===== src/hdl/gpfd_pkg.sv =====
`timescale 1ns / 1ps
// ----------------------------------------------------------------------------
// Gamepad poll frame decoder package
// Shared constants, request and result types for the poll frame decoder.
// ----------------------------------------------------------------------------
package gpfd_pkg;

   // Frame geometry
   localparam int POS_W        = 4;
   localparam int FRAME_LAST   = 8;   // position of the ninth byte
   localparam int FIRST_STORED = 3;   // first byte kept in the store
   localparam int STORE_DEPTH  = 5;   // bytes 3..7; byte 8 is used as it arrives
   localparam int AXIS_COUNT   = 4;
   localparam int AXIS_W       = 10;
   localparam int MASK_W       = 16;

   // Command bytes sent in the next exchange
   localparam logic [7:0] CMD_START = 8'h01;
   localparam logic [7:0] CMD_POLL  = 8'h42;
   localparam logic [7:0] CMD_IDLE  = 8'h00;

   // Axis scaling: (b * 1000) / 255 as one constant multiply and a shift.
   // 1000 * ceil(2^26 / 255) = 263173000; exact for every byte value.
   localparam int          SCALE_PROD_W = 36;
   localparam int          SCALE_SHIFT  = 26;
   localparam logic [27:0] SCALE_MULT   = 28'd263173000;

   // Center deadband
   localparam logic [AXIS_W-1:0] AXIS_CENTER = 10'd500;
   localparam logic [AXIS_W-1:0] DEAD_HI     = 10'd503;
   localparam logic [AXIS_W-1:0] DEAD_LO     = 10'd497;

   typedef logic [POS_W-1:0]  pos_type;
   typedef logic [AXIS_W-1:0] axis_type;

   // One request as held in the input register
   typedef struct packed {
      logic [7:0] rx_byte;
      logic       frame_start;
   } item_type;

   // One result as held in the output register
   typedef struct packed {
      logic [7:0]        next_command;
      logic              frame_done;
      axis_type          stick_right_x;
      axis_type          stick_right_y;
      axis_type          stick_left_x;
      axis_type          stick_left_y;
      logic [MASK_W-1:0] pressed_mask;
   } result_type;

endpackage


===== src/hdl/gpfd_axis_scale.sv =====
`timescale 1ns / 1ps
// ----------------------------------------------------------------------------
// Axis scaler
// Maps a raw stick byte to 0..1000 and snaps values near center to 500.
// ----------------------------------------------------------------------------
module gpfd_axis_scale
   import gpfd_pkg::*;
(
   input  logic [7:0] raw_byte,
   output axis_type   axis_value
);

   logic [SCALE_PROD_W-1:0] product;
   axis_type                scaled;

   // Multiply by the folded reciprocal; the top bits are the quotient.
   assign product = SCALE_PROD_W'(raw_byte) * SCALE_PROD_W'(SCALE_MULT);
   assign scaled  = product[SCALE_SHIFT +: AXIS_W];

   // Values 498 through 502 read as exact center.
   assign axis_value = (scaled > DEAD_LO && scaled < DEAD_HI) ? AXIS_CENTER : scaled;

endmodule


===== src/hdl/gpfd_frame_state.sv =====
`timescale 1ns / 1ps
// ----------------------------------------------------------------------------
// Frame state
// Byte position counter, stored frame bytes and decoded values. Builds the
// result for the request in the input register and updates on advance.
// ----------------------------------------------------------------------------
module gpfd_frame_state
   import gpfd_pkg::*;
(
   input  logic       clock,
   input  logic       reset,
   input  logic       advance,
   input  item_type   item,
   output result_type result
);

   pos_type           pos_ff, pos_in;
   pos_type           cur_pos;
   logic              done;
   logic [7:0]        next_cmd;
   logic [7:0]        store_ff [STORE_DEPTH];
   logic [7:0]        axis_src [AXIS_COUNT];
   axis_type          axis_new [AXIS_COUNT];
   axis_type          axis_ff  [AXIS_COUNT];
   axis_type          axis_in  [AXIS_COUNT];
   logic [MASK_W-1:0] mask_ff, mask_in;

   // Position of this byte: a frame start or an out-of-range count restarts.
   always_comb begin
      cur_pos = item.frame_start ? '0 : pos_ff;
      if (cur_pos > POS_W'(FRAME_LAST)) begin
         cur_pos = '0;
      end
   end

   assign done   = (cur_pos == POS_W'(FRAME_LAST));
   assign pos_in = done ? '0 : cur_pos + POS_W'(1);

   // Axis sources: bytes 5..7 from the store, byte 8 straight from the request.
   assign axis_src[0] = store_ff[2];
   assign axis_src[1] = store_ff[3];
   assign axis_src[2] = store_ff[4];
   assign axis_src[3] = item.rx_byte;

   for (genvar k = 0; k < AXIS_COUNT; k++) begin : g_axis
      gpfd_axis_scale u_scale (
         .raw_byte   (axis_src[k]),
         .axis_value (axis_new[k])
      );
      assign axis_in[k] = done ? axis_new[k] : axis_ff[k];
   end

   // Buttons are active low; byte 3 fills the upper half.
   assign mask_in = done ? ~{store_ff[0], store_ff[1]} : mask_ff;

   // Command for the next exchange
   always_comb begin
      unique case (pos_in)
         POS_W'(0): next_cmd = CMD_START;
         POS_W'(1): next_cmd = CMD_POLL;
         default:   next_cmd = CMD_IDLE;
      endcase
   end

   assign result.next_command  = next_cmd;
   assign result.frame_done    = done;
   assign result.stick_right_x = axis_in[0];
   assign result.stick_right_y = axis_in[1];
   assign result.stick_left_x  = axis_in[2];
   assign result.stick_left_y  = axis_in[3];
   assign result.pressed_mask  = mask_in;

   // Control and decoded state
   always_ff @(posedge clock) begin
      if (reset) begin
         pos_ff  <= '0;
         mask_ff <= '0;
         for (int k = 0; k < AXIS_COUNT; k++) begin
            axis_ff[k] <= AXIS_CENTER;
         end
      end else if (advance) begin
         pos_ff  <= pos_in;
         mask_ff <= mask_in;
         for (int k = 0; k < AXIS_COUNT; k++) begin
            axis_ff[k] <= axis_in[k];
         end
      end
   end

   // Frame byte store, written at the position of each byte from 3 to 7.
   always_ff @(posedge clock) begin
      for (int k = 0; k < STORE_DEPTH; k++) begin
         if (advance && cur_pos == POS_W'(FIRST_STORED + k)) begin
            store_ff[k] <= item.rx_byte;
         end
      end
   end

   // The counter never leaves the frame.
   a_pos_range : assert property (@(posedge clock) disable iff (reset)
      pos_ff <= POS_W'(FRAME_LAST))
      else $error("byte position beyond the last frame byte");

   // The last byte of a frame sends the counter back to the start.
   a_pos_wrap : assert property (@(posedge clock) disable iff (reset)
      advance && done |=> pos_ff == '0)
      else $error("byte position did not wrap after the last byte");

   // A finished frame always asks for a new frame start.
   a_done_cmd : assert property (@(posedge clock) disable iff (reset)
      result.frame_done |-> result.next_command == CMD_START)
      else $error("finished frame did not request a new start");

   // Decoded axes stay on the 0..1000 scale.
   a_axis_range : assert property (@(posedge clock) disable iff (reset)
      axis_ff[0] <= 10'd1000 && axis_ff[1] <= 10'd1000 &&
      axis_ff[2] <= 10'd1000 && axis_ff[3] <= 10'd1000)
      else $error("decoded axis beyond full scale");

endmodule


===== config.mk =====
export PLATFORM = sky130hd
export DESIGN_NAME = gpfd_frame_state
export DESIGN_NICKNAME = d
export VERILOG_FILES = /design/src/hdl/gpfd_pkg.sv /design/src/hdl/gpfd_axis_scale.sv /design/src/hdl/gpfd_frame_state.sv
export SDC_FILE = /design/constraint.sdc
export NUM_CORES = 1
export LEC_CHECK = 0
export ABC_AREA = 0
export ABC_CLOCK_PERIOD_IN_PS = 11900
export BUFFER_PORTS_ARGS = -buffer_cell sky130_fd_sc_hd__buf_2
export CORE_ASPECT_RATIO = 1.1
export CORE_UTILIZATION = 40
export CTS_BUF_LIST = sky130_fd_sc_hd__clkbuf_2 sky130_fd_sc_hd__clkbuf_4 sky130_fd_sc_hd__clkbuf_8
export DETAILED_ROUTE_END_ITERATION = 8
export GPL_TIMING_DRIVEN = 0
export MAX_ROUTING_LAYER = met4
export PLACE_DENSITY = 0.66
export SLEW_MARGIN = 20
export SYNTH_ARGS = -nofsm -noshare
export SYNTH_HDL_FRONTEND = slang
export SYNTH_SLANG_ARGS = --single-unit

===== constraint.sdc =====
create_clock -name clock -period 11.9 [get_ports clock]
set_input_delay 0.595 -clock clock [delete_from_list [all_inputs] [get_ports clock]]
set_output_delay 0.595 -clock clock [all_outputs]
set_load 0.1 [all_outputs]

## Word-level counts from Yosys, hierarchy flattened

Memory sizes are Yosys's and may differ from the RTL's.
Cells that the tools add are included.

- Bits in registers: 20
- Memory bits (writable): 80
- Bits of input ports: 12
- Output and inout port bits: 65
- Word-level logic and storage cells: 88
- Memories: 2

Memory list:

| memory | words | bits a word | rd ports | clocked after Yosys merged registers in | wr ports | line | source |
|---|---|---|---|---|---|---|---|
| axis_ff | 4 | 10 | 4 | 0 | 4 | gpfd_frame_state.sv:24 | `axis_type axis_ff [AXIS_COUNT];` |
| store_ff | 5 | 8 | 5 | 0 | 1 | gpfd_frame_state.sv:21 | `logic [7:0] store_ff [STORE_DEPTH];` |

- Add/sub/neg operators: 1
- $mul: 4
- Magnitude comparators: 9
- Equality and inequality tests: 7
- Multiplexer cells: 44
- Bitwise logic cells: 5
- Reduce and logical (&&, ||, !) cells: 14

Operators by type and width:

| cell | count |
|---|---|
| 8-bit by 25-bit multiplier with 33-bit output (second input constant) | 4 |
| 10-bit two-way mux | 12 |
| 10-bit by 9-bit > comparator with 1-bit output (second input constant) | 4 |
| 10-bit by 9-bit < comparator with 1-bit output (second input constant) | 4 |
| 8-bit two-way mux | 4 |
| 8-bit OR reduction | 4 |
| 1-bit two-way mux | 19 |
| 4-bit by 3-bit == test with 1-bit output (second input constant) | 4 |
| 16-bit two-way mux | 1 |
| 16-bit inverter | 1 |
| 7-bit one-hot mux with 2 select lines | 1 |
| 3-bit two-way mux | 4 |
| 4-bit two-way mux | 3 |
| 1-bit logical AND | 9 |
| 4-bit by 1-bit adder with 4-bit output (second input constant) | 1 |
| 4-bit by 1-bit == test with 1-bit output (second input constant) | 1 |
| 4-bit by 2-bit == test with 1-bit output (second input constant) | 1 |
| 4-bit == test (second input constant) | 1 |
| 4-bit > comparator (second input constant) | 1 |
| 4-bit logical NOT | 1 |
| 1-bit OR | 4 |

## Depth between registers and ports, before layout

Gate-level depths: netlist (run 1).

- Word-level depth: 12
- Depth in mapped cells: 20
- Mapped depth without buffers: 18

## Cells and area by module

From an unflattened synthesis (run 1), not the netlist that was laid out.

- Cell total of the unflattened synthesis: 1826
- Area total of the unflattened synthesis: 17566.8 um2

By module, submodules not included:

| module | instances | cells an instance | area each (um2) | sequential area each (um2) |
|---|---|---|---|---|
| gpfd_frame_state | 1 | 310 | 4424.2 | 2802.7 |
| gpfd_axis_scale at g_axis[1].u_scale | 1 | 393 | 3374.5 | 0.0 |
| gpfd_axis_scale at g_axis[2].u_scale | 1 | 388 | 3349.5 | 0.0 |
| gpfd_axis_scale at g_axis[0].u_scale | 1 | 376 | 3246.9 | 0.0 |
| gpfd_axis_scale at g_axis[3].u_scale | 1 | 359 | 3171.8 | 0.0 |

## Worst setup path before layout (run 1)

Ideal clock, no wire load.

- Path type: reg2out
- Start: memory store_ff[4][5] (netlist: store_ff[0][37])
- End: output result[27] (netlist bit)
- Data arrival time: 7235 ps
- Required time: 11305 ps
- Slack: 4070 ps
- Stages on the path, launching flop included: 18
- Buffers on the path: 0
- Cells stage by stage: edfxtp_1 fa_1 inv_1 fa_1 inv_1 fa_1 inv_1 fa_1 inv_1 ha_1 nand4_2 nor4_2 a32o_1 nor3_1 or4b_1 mux2i_1 nor4_4 o31ai_1

RTL lines:

| item | line | source |
|---|---|---|
| from (decl) | gpfd_frame_state.sv:21 |  |
| to (decl) | gpfd_frame_state.sv:14 | `output result_type result` |

==> reports/results.ini, run 1 <==
[status]
status=finished clean

[yosys]
synth-compound-area-share=0.133
synth_edf_count=80
synthXorXnorAreaFrac=0.0190
yosysUniqueCellTypes=76
seq_area_frac_synth=0.160
avgSynthCellArea_sq_um=8.93
synth.area.mux_share=0.0157
synthSimpleGateAreaFrac=0.131
yosysWarnings=0
syn_area_sq_mm=0.0175
synthArstFlopShare=0
postSynthCellCount=1961
ys_ff_latch=100
synth_fa_ha_area_frac=0.435
synth_top_family_by_area=adder cells
ys.flop_type=edfxtp_1

[grt]
overflow=0
grt_first_pass_wirelength_um=74600
antenna_found_initial=2
grt.total_usage=0.218
grt_pass1_vias=14300
grt_max_degree=42

[clock_tree]
clk_pin_slew_worst_paths_ns=0.10
numCtsBuffers=9
post_cts_resized=0
cts.sinks=100
hold_buffers=0
ctsHtreeMaxLevel=3
cts_tree=yes
post_cts.repair.setup_buffers=0
clkLatencyLatePin_ns=0.41
cts_buffer_depth=2
root_buffer=clkbuf_8

[die]
num_rows=80
fp.dieH_um=221
core-area_sq_mm=0.0432
die_area_sq_mm=0.0446
start_util=0.405
die_w_um=201
ios=77

[routing]
final_antenna_net_count=0
avgViaCountPerCell=5.32
drcViolationCount=0
wl_per_cell_um=17.7
wl_um=46600
drt_iter0_drc=1075
num_vias=14000
firstDrtPassIters=6

[job]
drv_cap=0

[sta]
max_freq_mhz=128
relSlewSlack=0.310
tightest_slew_ns=1.01
finalSetupViolCount=0
fin_crit_ns=7.82
rsz0062_at_grt=false
fin_hold_ws_ns=0.509
setup_tns_ns=0
finalCritPeriodShare=0.657
finalHoldViolCount=0
skew_ns=0.0131
slew_viol_final=0

[final_layout]
final-seq-area_sq_mm=0.00280
num-fill-cells=4301
drive_above_1_share=0.0570
fin_util=0.434
nets=2530
multi_input_area_sq_mm=0.0129
area_delta_synth_final_pct=7.28

[worst_setup_path]
start_kind=input port
path_class=input port to output port
required_ns=11.31
end_kind=output port
crit_fanout=13
cp.arrival_ns=7.22

[pwr]
irDropWorstVdd_mv=0.113
cellPowerDensity_mw_per_mm2=85.7
finalPower_w=0.00161
leakage_nw=9.12

[place]
io_buffers=70
place.gp.congestion=0.963
dp_hpwl_um=39800

[hold_path]
hold_class=flop to flop

[critical path: stages]
cell	delay (ns)
buf_2	0.25
fa_1	0.79
inv_1	0.18
fa_1	0.54
inv_1	0.06
fa_1	0.48
fa_1	0.52
ha_1	0.36
a21oi_1	0.32
o211ai_1	0.15
a41oi_1	0.24
o211ai_1	0.16
xnor2_1	0.41
and4b_1	0.24
a2111oi_0	0.59
nand3_1	0.35
a31oi_1	0.46
buf_2	0.51
[layout make-up]
class,count,area share
plain buffers,43,0.0103
diodes,2,0.000267
clock buffers,9,0.00660
flip-flops and latches,100,0.149
multi-input cells,1382,0.685
inverters,440,0.0880
clock inverters,7,0.00326
well taps,574,0.0382
repair buffers,70,0.0187
[cells by family (layout without fill, tap and decap cells)]
logic type      count (synthesis)  after routing
buf+inv                       483            569
fa+ha+maj                     472            472
simple gates                  469            469
compound gates                371            371
flops                         100            100
xor+xnor                       38             38
mux                            27             27
other cells                     1              7
[worst paths after layout]
| path | start | end | slack [ns] | cells past startpoint |
|---|---|---|---|---|
| setup / recovery | item[6] | result[18] | 4.08 | 18 |
| hold reg to reg | mask_ff[9]$_SDFFE_PP0P_ | mask_ff[9]$_SDFFE_PP0P_ | 0.51 | 2 |
| hold / removal | mask_ff[9]$_SDFFE_PP0P_ | mask_ff[9]$_SDFFE_PP0P_ | 0.51 | 2 |
| setup reg to reg | store_ff[0][37]$_DFFE_PP_ | axis_ff[2][0]$_SDFFCE_PN0P_ | 5.57 | 18 |
[flip-flops by register name, summed over array words and instances, names as in the netlist]
register and flops:
axis_ff 40, store_ff 40, mask_ff 16, pos_ff 4
[stage by stage]
step	std cells	setup WS, ns	instance area (sq um)
after floorplan	1965	4.07	17500
final	2627	4.08	18800
after global routing	2625	3.66	18800
after detailed placement	2609	4.17	18600
after CTS	2625	4.15	18800
after global placement	2609	4.22	18600
[power by group]
part	internal, W	switching, W	leakage [nW]
Clock	0.0000800	0.000143	0.0986
Combinational	0.000345	0.000660	8.15
Sequential	0.000380	0.00000187	0.875
[cells in the mapped netlist (all sizes together) (8+ instances only)]
cell | number | area, sq um
nor2b | 11 | 68.8
nand3 | 32 | 160
o21a | 8 | 60.1
nand2 | 182 | 683
inv | 439 | 1650
nor2 | 82 | 308
mux2i | 24 | 240
a31oi | 13 | 81.3
and2 | 14 | 87.6
nor3 | 33 | 170
nand4 | 32 | 219
edfxtp | 80 | 2400
dfxtp | 20 | 400
or2 | 8 | 50.1
nand2b | 22 | 138
xnor2 | 22 | 193
buf | 15 | 87.6
o211ai | 17 | 128
nor4 | 10 | 90.1
and4 | 9 | 78.8
clkbuf | 28 | 105
xor2 | 16 | 140
a211oi | 14 | 105
o21ai | 97 | 485
fa | 228 | 4560
a21o | 23 | 173
a21oi | 120 | 601
and3 | 11 | 68.8
ha | 244 | 3050
[routing by layer]
| layer | global-route usage | vias up | share of wire |
|---|---|---|---|
| met5 | - | - | 0 |
| met4 | 0.0853 | 0 | 0.039 |
| met3 | 0.0252 | 96 | 0.052 |
| met2 | 0.354 | 426 | 0.48 |
| met1 | 0.278 | 6776 | 0.43 |
| li1 | - | 6685 | - |
[layout by cell type (no fill, tap or decap), types with 7 or more instances in the layout]
cell | netlist | final
a31oi_1 | 13 | 13
ha_1 | 244 | 244
clkbuf_8 | 0 | 9
or3_1 | 7 | 7
buf_2 | 4 | 74
a21o_1 | 23 | 23
nor3_1 | 32 | 32
o21ai_1 | 18 | 18
dfxtp_1 | 20 | 20
and3_1 | 11 | 11
and2_1 | 14 | 14
o211ai_1 | 17 | 17
nand2b_1 | 22 | 22
o21bai_1 | 7 | 7
o221ai_1 | 7 | 7
nand4_1 | 29 | 29
fa_1 | 228 | 228
a211oi_1 | 14 | 14
and4_1 | 9 | 9
o21a_1 | 8 | 8
nor2b_1 | 11 | 11
o21ai_0 | 79 | 79
buf_4 | 7 | 7
nand3_1 | 32 | 32
mux2i_1 | 24 | 24
a21oi_1 | 120 | 120
edfxtp_1 | 80 | 80
nand2_1 | 182 | 182
nor2_1 | 82 | 82
clkbuf_1 | 28 | 28
xor2_1 | 16 | 16
xnor2_1 | 22 | 22
nor4_1 | 7 | 7
inv_1 | 438 | 438
No activity file was read; power rests on OpenSTA's default activity.
==> run 2, diff against run 1 <==
Settings changed: ABC_CLOCK_PERIOD_IN_PS 11900 to 6800, PLACE_DENSITY 0.66 to 0.68.
Clock period 11.9 ns to 6.8 ns, I/O delays scaled along.
==> reports/results.ini, run 2 (same netlist as run 1, synthesis figures left out) <==
[status]
status=finished clean

[sta]
finalSetupViolCount=0
finalHoldViolCount=0
finalCritPeriodShare=0.966
slew_viol_final=0
max_freq_mhz=152
fin_ws_ns=0.232
relSlewSlack=0.305
skew_ns=0.00944
tightest_slew_ns=1.04
fin_crit_ns=6.57

[final_layout]
layout.cells.most_common=inv_1
largestRegisters=axis_ff x40, store_ff x40, mask_ff x16
num_antenna_cells=0
nets=2557
most-common-layout-cells=inv_1 (436), ha_1 (243), fa_1 (221)
num-fill-cells=4270
drive_above_1_share=0.0837
area_delta_synth_final_pct=9.72
multi_input_area_sq_mm=0.0130
final-seq-area_sq_mm=0.00280
fin_area_sq_mm=0.0192
fin_util=0.444

[worst_setup_path]
cp_cell_sequence=fa_2 -> inv_2 -> fa_1 -> inv_1 -> fa_1 -> inv_1 -> fa_1 -> inv_1 -> ha_1 -> nand4_4 -> nor4_4 -> a32oi_1 -> a31oi_1 -> nor3_1 -> or4_1 -> nor4_4 -> buf_4 -> o21ai_1 -> clkbuf_4
crit_fanout=6
reg2reg_depth=20
required_ns=6.46
worst_path_max_delay_cell=fa_2
path_class=flop to output port
start_kind=flop
cpLargestDelayFamily=adder cells
slowest_delay_ns=0.66
cp.buffers_inverters=6
end_kind=output port
rr_endpoint=axis_ff[2][0]$_SDFFCE_PN0P_
rrSetupSlack_ns=0.75
reg2reg_from=store_ff[0][37]$_DFFE_PP_
cp.arrival_ns=6.23

[clock_tree]
numCtsBuffers=9
cts_tree=yes
hold_buffers=0
cts_buffer_depth=2
clk_pin_slew_worst_paths_ns=0.11
cts.sinks=100
ctsHtreeMaxLevel=3
clkLatencyLatePin_ns=0.40
root_buffer=clkbuf_8

[pwr]
irDropWorstVdd_mv=0.181
leakage_nw=9.30
finalPower_w=0.00286
cellPowerDensity_mw_per_mm2=149

[hold_path]
min_path_cells=4
hp-start=item[0]
hold_class=input port to flop
min_to=pos_ff[3]$_SDFFE_PP0P_

[grt]
grt_first_pass_wirelength_um=75100
overflow=0
grt_pass1_vias=14300
antenna_found_initial=1
grt_max_degree=42
grt.total_usage=0.220

[job]
drv_cap=0

[place]
dpl_worst_slack_ns=-0.209
placed_area_sq_mm=0.0186
place.gp.congestion=0.960
io_buffers=70
dp_hpwl_um=40300

[routing]
drt_iter0_drc=1013
wl_per_cell_um=17.9
firstDrtPassIters=5
avgViaCountPerCell=5.33
drcViolationCount=0
wl_um=47400
final_antenna_net_count=0
num_vias=14100

[die]
fp.dieH_um=221
die_area_sq_mm=0.0446
start_util=0.405
die_w_um=201
num_rows=80
ios=77
core-area_sq_mm=0.0432

-- run 2: tightest hold or removal path: stages --
cell and delay [ns]:
buf_2 0.12, nor2_1 0.07, mux2i_1 0.15, nor2_1 0.05
-- run 2: how the worst max path moves through the flow --
stage                               from         end  slack (ns)  cells after the start
2_1_floorplan  store_ff[0][37]$_DFFE_PP_  result[28]       -0.01                     18
3_3_place_gp                     item[6]  result[18]       -0.33                     18
3_5_place_dp                     item[6]  result[18]       -0.21                     18
4_1_cts        store_ff[0][34]$_DFFE_PP_  result[28]        0.02                     19
5_1_grt        store_ff[0][37]$_DFFE_PP_  result[27]       -0.02                     19
6_report       store_ff[0][37]$_DFFE_PP_  result[26]        0.23                     19
-- run 2: metrics by stage --
| stage | hold WS (ns) | TNS (ns) | cells |
|---|---|---|---|
| floorplan | 0.439 | -0.0119 | 1965 |
| global placement | 0.472 | -0.325 | 2609 |
| detailed placement | 0.482 | -0.244 | 2609 |
| CTS | 0.324 | 0 | 2636 |
| global route | 0.359 | -0.0481 | 2652 |
| finish | 0.366 | 0 | 2652 |
-- run 2: timing repair --
action                                  4_1_cts  5_1_grt
endpoints found under the hold margin         0        0
pin swaps                                     1        8
endpoints found under the setup margin       11       14
buffers inserted                             11       17
gates resized for setup                      15       38
-- run 2: routing by layer --
layer	vias up	GRT usage	routed length, um
li1	6747	-	-
met3	73	0.0255	2260
met2	396	0.372	23200
met1	6910	0.277	20600
met5	-	-	0
met4	0	0.0599	1300
-- run 2: cell type report --
type	count	area share
Buffer	42	0.00984
Clock buffer	10	0.00717
Clock inverter	6	0.00267
Inverter	440	0.0860
Multi-Input combinational cell	1382	0.679
Sequential cell	100	0.146
Tap cell	574	0.0374
Timing Repair Buffer	98	0.0318
-- run 2: where the power goes --
part | internal [W] | total (W) | switching [W]
logic | 0.000632 | 0.00180 | 0.00116
clock network | 0.000150 | 0.000392 | 0.000242
registers | 0.000665 | 0.000669 | 0.00000331
==> run 3, diff against run 2 <==
--- a/config.mk
+++ b/config.mk
@@ -8,5 +8,5 @@
 export ABC_AREA = 0
 export ABC_CLOCK_PERIOD_IN_PS = 6800
-export BUFFER_PORTS_ARGS = -buffer_cell sky130_fd_sc_hd__buf_2
+export BUFFER_PORTS_ARGS = -buffer_cell sky130_fd_sc_hd__buf_4
 export CORE_ASPECT_RATIO = 1.1
 export CORE_UTILIZATION = 40
==> constraint.sdc (replaced) <==
create_clock -name clock -period 6.8 [get_ports clock]
set_input_delay 0.34 -clock clock [delete_from_list [all_inputs] [get_ports clock]]
set_output_delay 0.34 -clock clock [all_outputs]
set_load 0.02 [all_outputs]
==> reports/results.ini, run 3 (same netlist as run 1, synthesis figures left out) <==
[status]
status=finished clean

[grt]
antenna_found_initial=0
grt_pass1_vias=14400
grt_max_degree=42
overflow=0
grt_first_pass_wirelength_um=75300
grt.total_usage=0.219

[final_layout]
area_delta_synth_final_pct=10.0
fin_area_sq_mm=0.0193
num_antenna_cells=0
num-fill-cells=4274
multi_input_area_sq_mm=0.0130
nets=2555
most-common-layout-cells=inv_1 (436), ha_1 (244), fa_1 (223)
largestRegisters=axis_ff x40, store_ff x40, mask_ff x16
fin_util=0.445
layout.cells.most_common=inv_1
final-seq-area_sq_mm=0.00280
drive_above_1_share=0.0771

[routing]
wl_um=47300
wl_per_cell_um=17.8
drt_iter0_drc=970
num_vias=14100
firstDrtPassIters=7
avgViaCountPerCell=5.32
final_antenna_net_count=0
drcViolationCount=0

[clock_tree]
hold_buffers=0
cts_buffer_depth=2
root_buffer=clkbuf_8
cts.sinks=100
ctsHtreeMaxLevel=3
cts_tree=yes
clk_pin_slew_worst_paths_ns=0.12
numCtsBuffers=9
clkLatencyLatePin_ns=0.41

[hold_path]
hold_class=input port to flop

[worst_setup_path]
path_class=flop to output port
start_kind=flop
required_ns=6.46
cp.arrival_ns=6.23
crit_fanout=6
end_kind=output port

[pwr]
irDropWorstVdd_mv=0.216
leakage_nw=9.34
cellPowerDensity_mw_per_mm2=144

[sta]
finalHoldViolCount=0
fin_hold_ws_ns=0.309
fin_ws_ns=0.225
fin_crit_ns=6.57
skew_ns=0.0150
max_freq_mhz=152
slew_viol_final=0
tightest_slew_ns=1.06
relSlewSlack=0.294
finalSetupViolCount=0
finalCritPeriodShare=0.967

[die]
die_w_um=201
core-area_sq_mm=0.0432
die_area_sq_mm=0.0446
num_rows=80
ios=77
start_util=0.405
fp.dieH_um=221

[place]
place.gp.congestion=0.974
placed_area_sq_mm=0.0188
dpl_worst_slack_ns=0.125
io_buffers=70
dp_hpwl_um=40000

[job]
drv_cap=0

==> run 3: final cells by class <==
cell class                      count  area share
Multi-Input combinational cell   1382       0.674
Sequential cell                   100       0.146
Inverter                          440      0.0857
Timing Repair Buffer               96      0.0374
Tap cell                          574      0.0373
Buffer                             42     0.00981
Clock buffer                        9     0.00643
Clock inverter                      7     0.00338
==> run 3: path summary, 6_finish.rpt <==
kind / from / endpoint / slack [ns] / cells after the start
worst max-delay path: store_ff[0][23]$_DFFE_PP_ / result[46] / 0.23 / 18
worst min-delay path: item[4] / store_ff[0][35]$_DFFE_PP_ / 0.31 / 1
worst max register to register: store_ff[0][34]$_DFFE_PP_ / axis_ff[2][0]$_SDFFCE_PN0P_ / 0.70 / 20
worst min register to register: mask_ff[7]$_SDFFE_PP0P_ / mask_ff[7]$_SDFFE_PP0P_ / 0.51 / 2
==> run 3: repair_timing <==
action                                  in CTS  in global routing
pin swaps                                    0                  7
buffers inserted                             4                 22
endpoints found under the setup margin       9                 12
gates resized for setup                      4                 21
==> run 3: metrics by stage <==
| step | TNS [ns] | instances | total power (W) |
|---|---|---|---|
| floorplan | 0 | 1965 | 0.00191 |
| global placement | 0 | 2609 | 0.00234 |
| detailed placement | 0 | 2609 | 0.00236 |
| CTS | 0 | 2629 | 0.00276 |
| global route | -0.0373 | 2650 | 0.00300 |
| finish | 0 | 2650 | 0.00277 |
==> run 3: routing by layer <==
layer	track usage	wire, um	part of all wire
met5	-	0	0
met4	0.0587	1240	0.026
met3	0.0267	2250	0.047
met2	0.369	23300	0.49
met1	0.278	20500	0.43
==> run 3: power by group <==
| part | total (W) | internal (W) | switching [W] |
|---|---|---|---|
| Clock | 0.000396 | 0.000144 | 0.000252 |
| Sequential | 0.000669 | 0.000665 | 0.00000339 |
| Combinational | 0.00171 | 0.000615 | 0.00109 |
| Total | 0.00277 | 0.00142 | 0.00135 |
==> run 3: worst max-delay path, cell delays in order, from the launching register on <==
cell	delay (ns)
edfxtp_1	0.54
fa_2	0.63
inv_1	0.16
fa_1	0.52
inv_1	0.05
fa_1	0.49
inv_1	0.06
fa_1	0.54
inv_1	0.05
ha_1	0.36
nand4_1	0.20
or4_1	0.54
a2111oi_1	0.64
o31a_1	0.23
and4_1	0.18
and4_1	0.17
buf_2	0.15
a21oi_1	0.10
buf_4	0.21
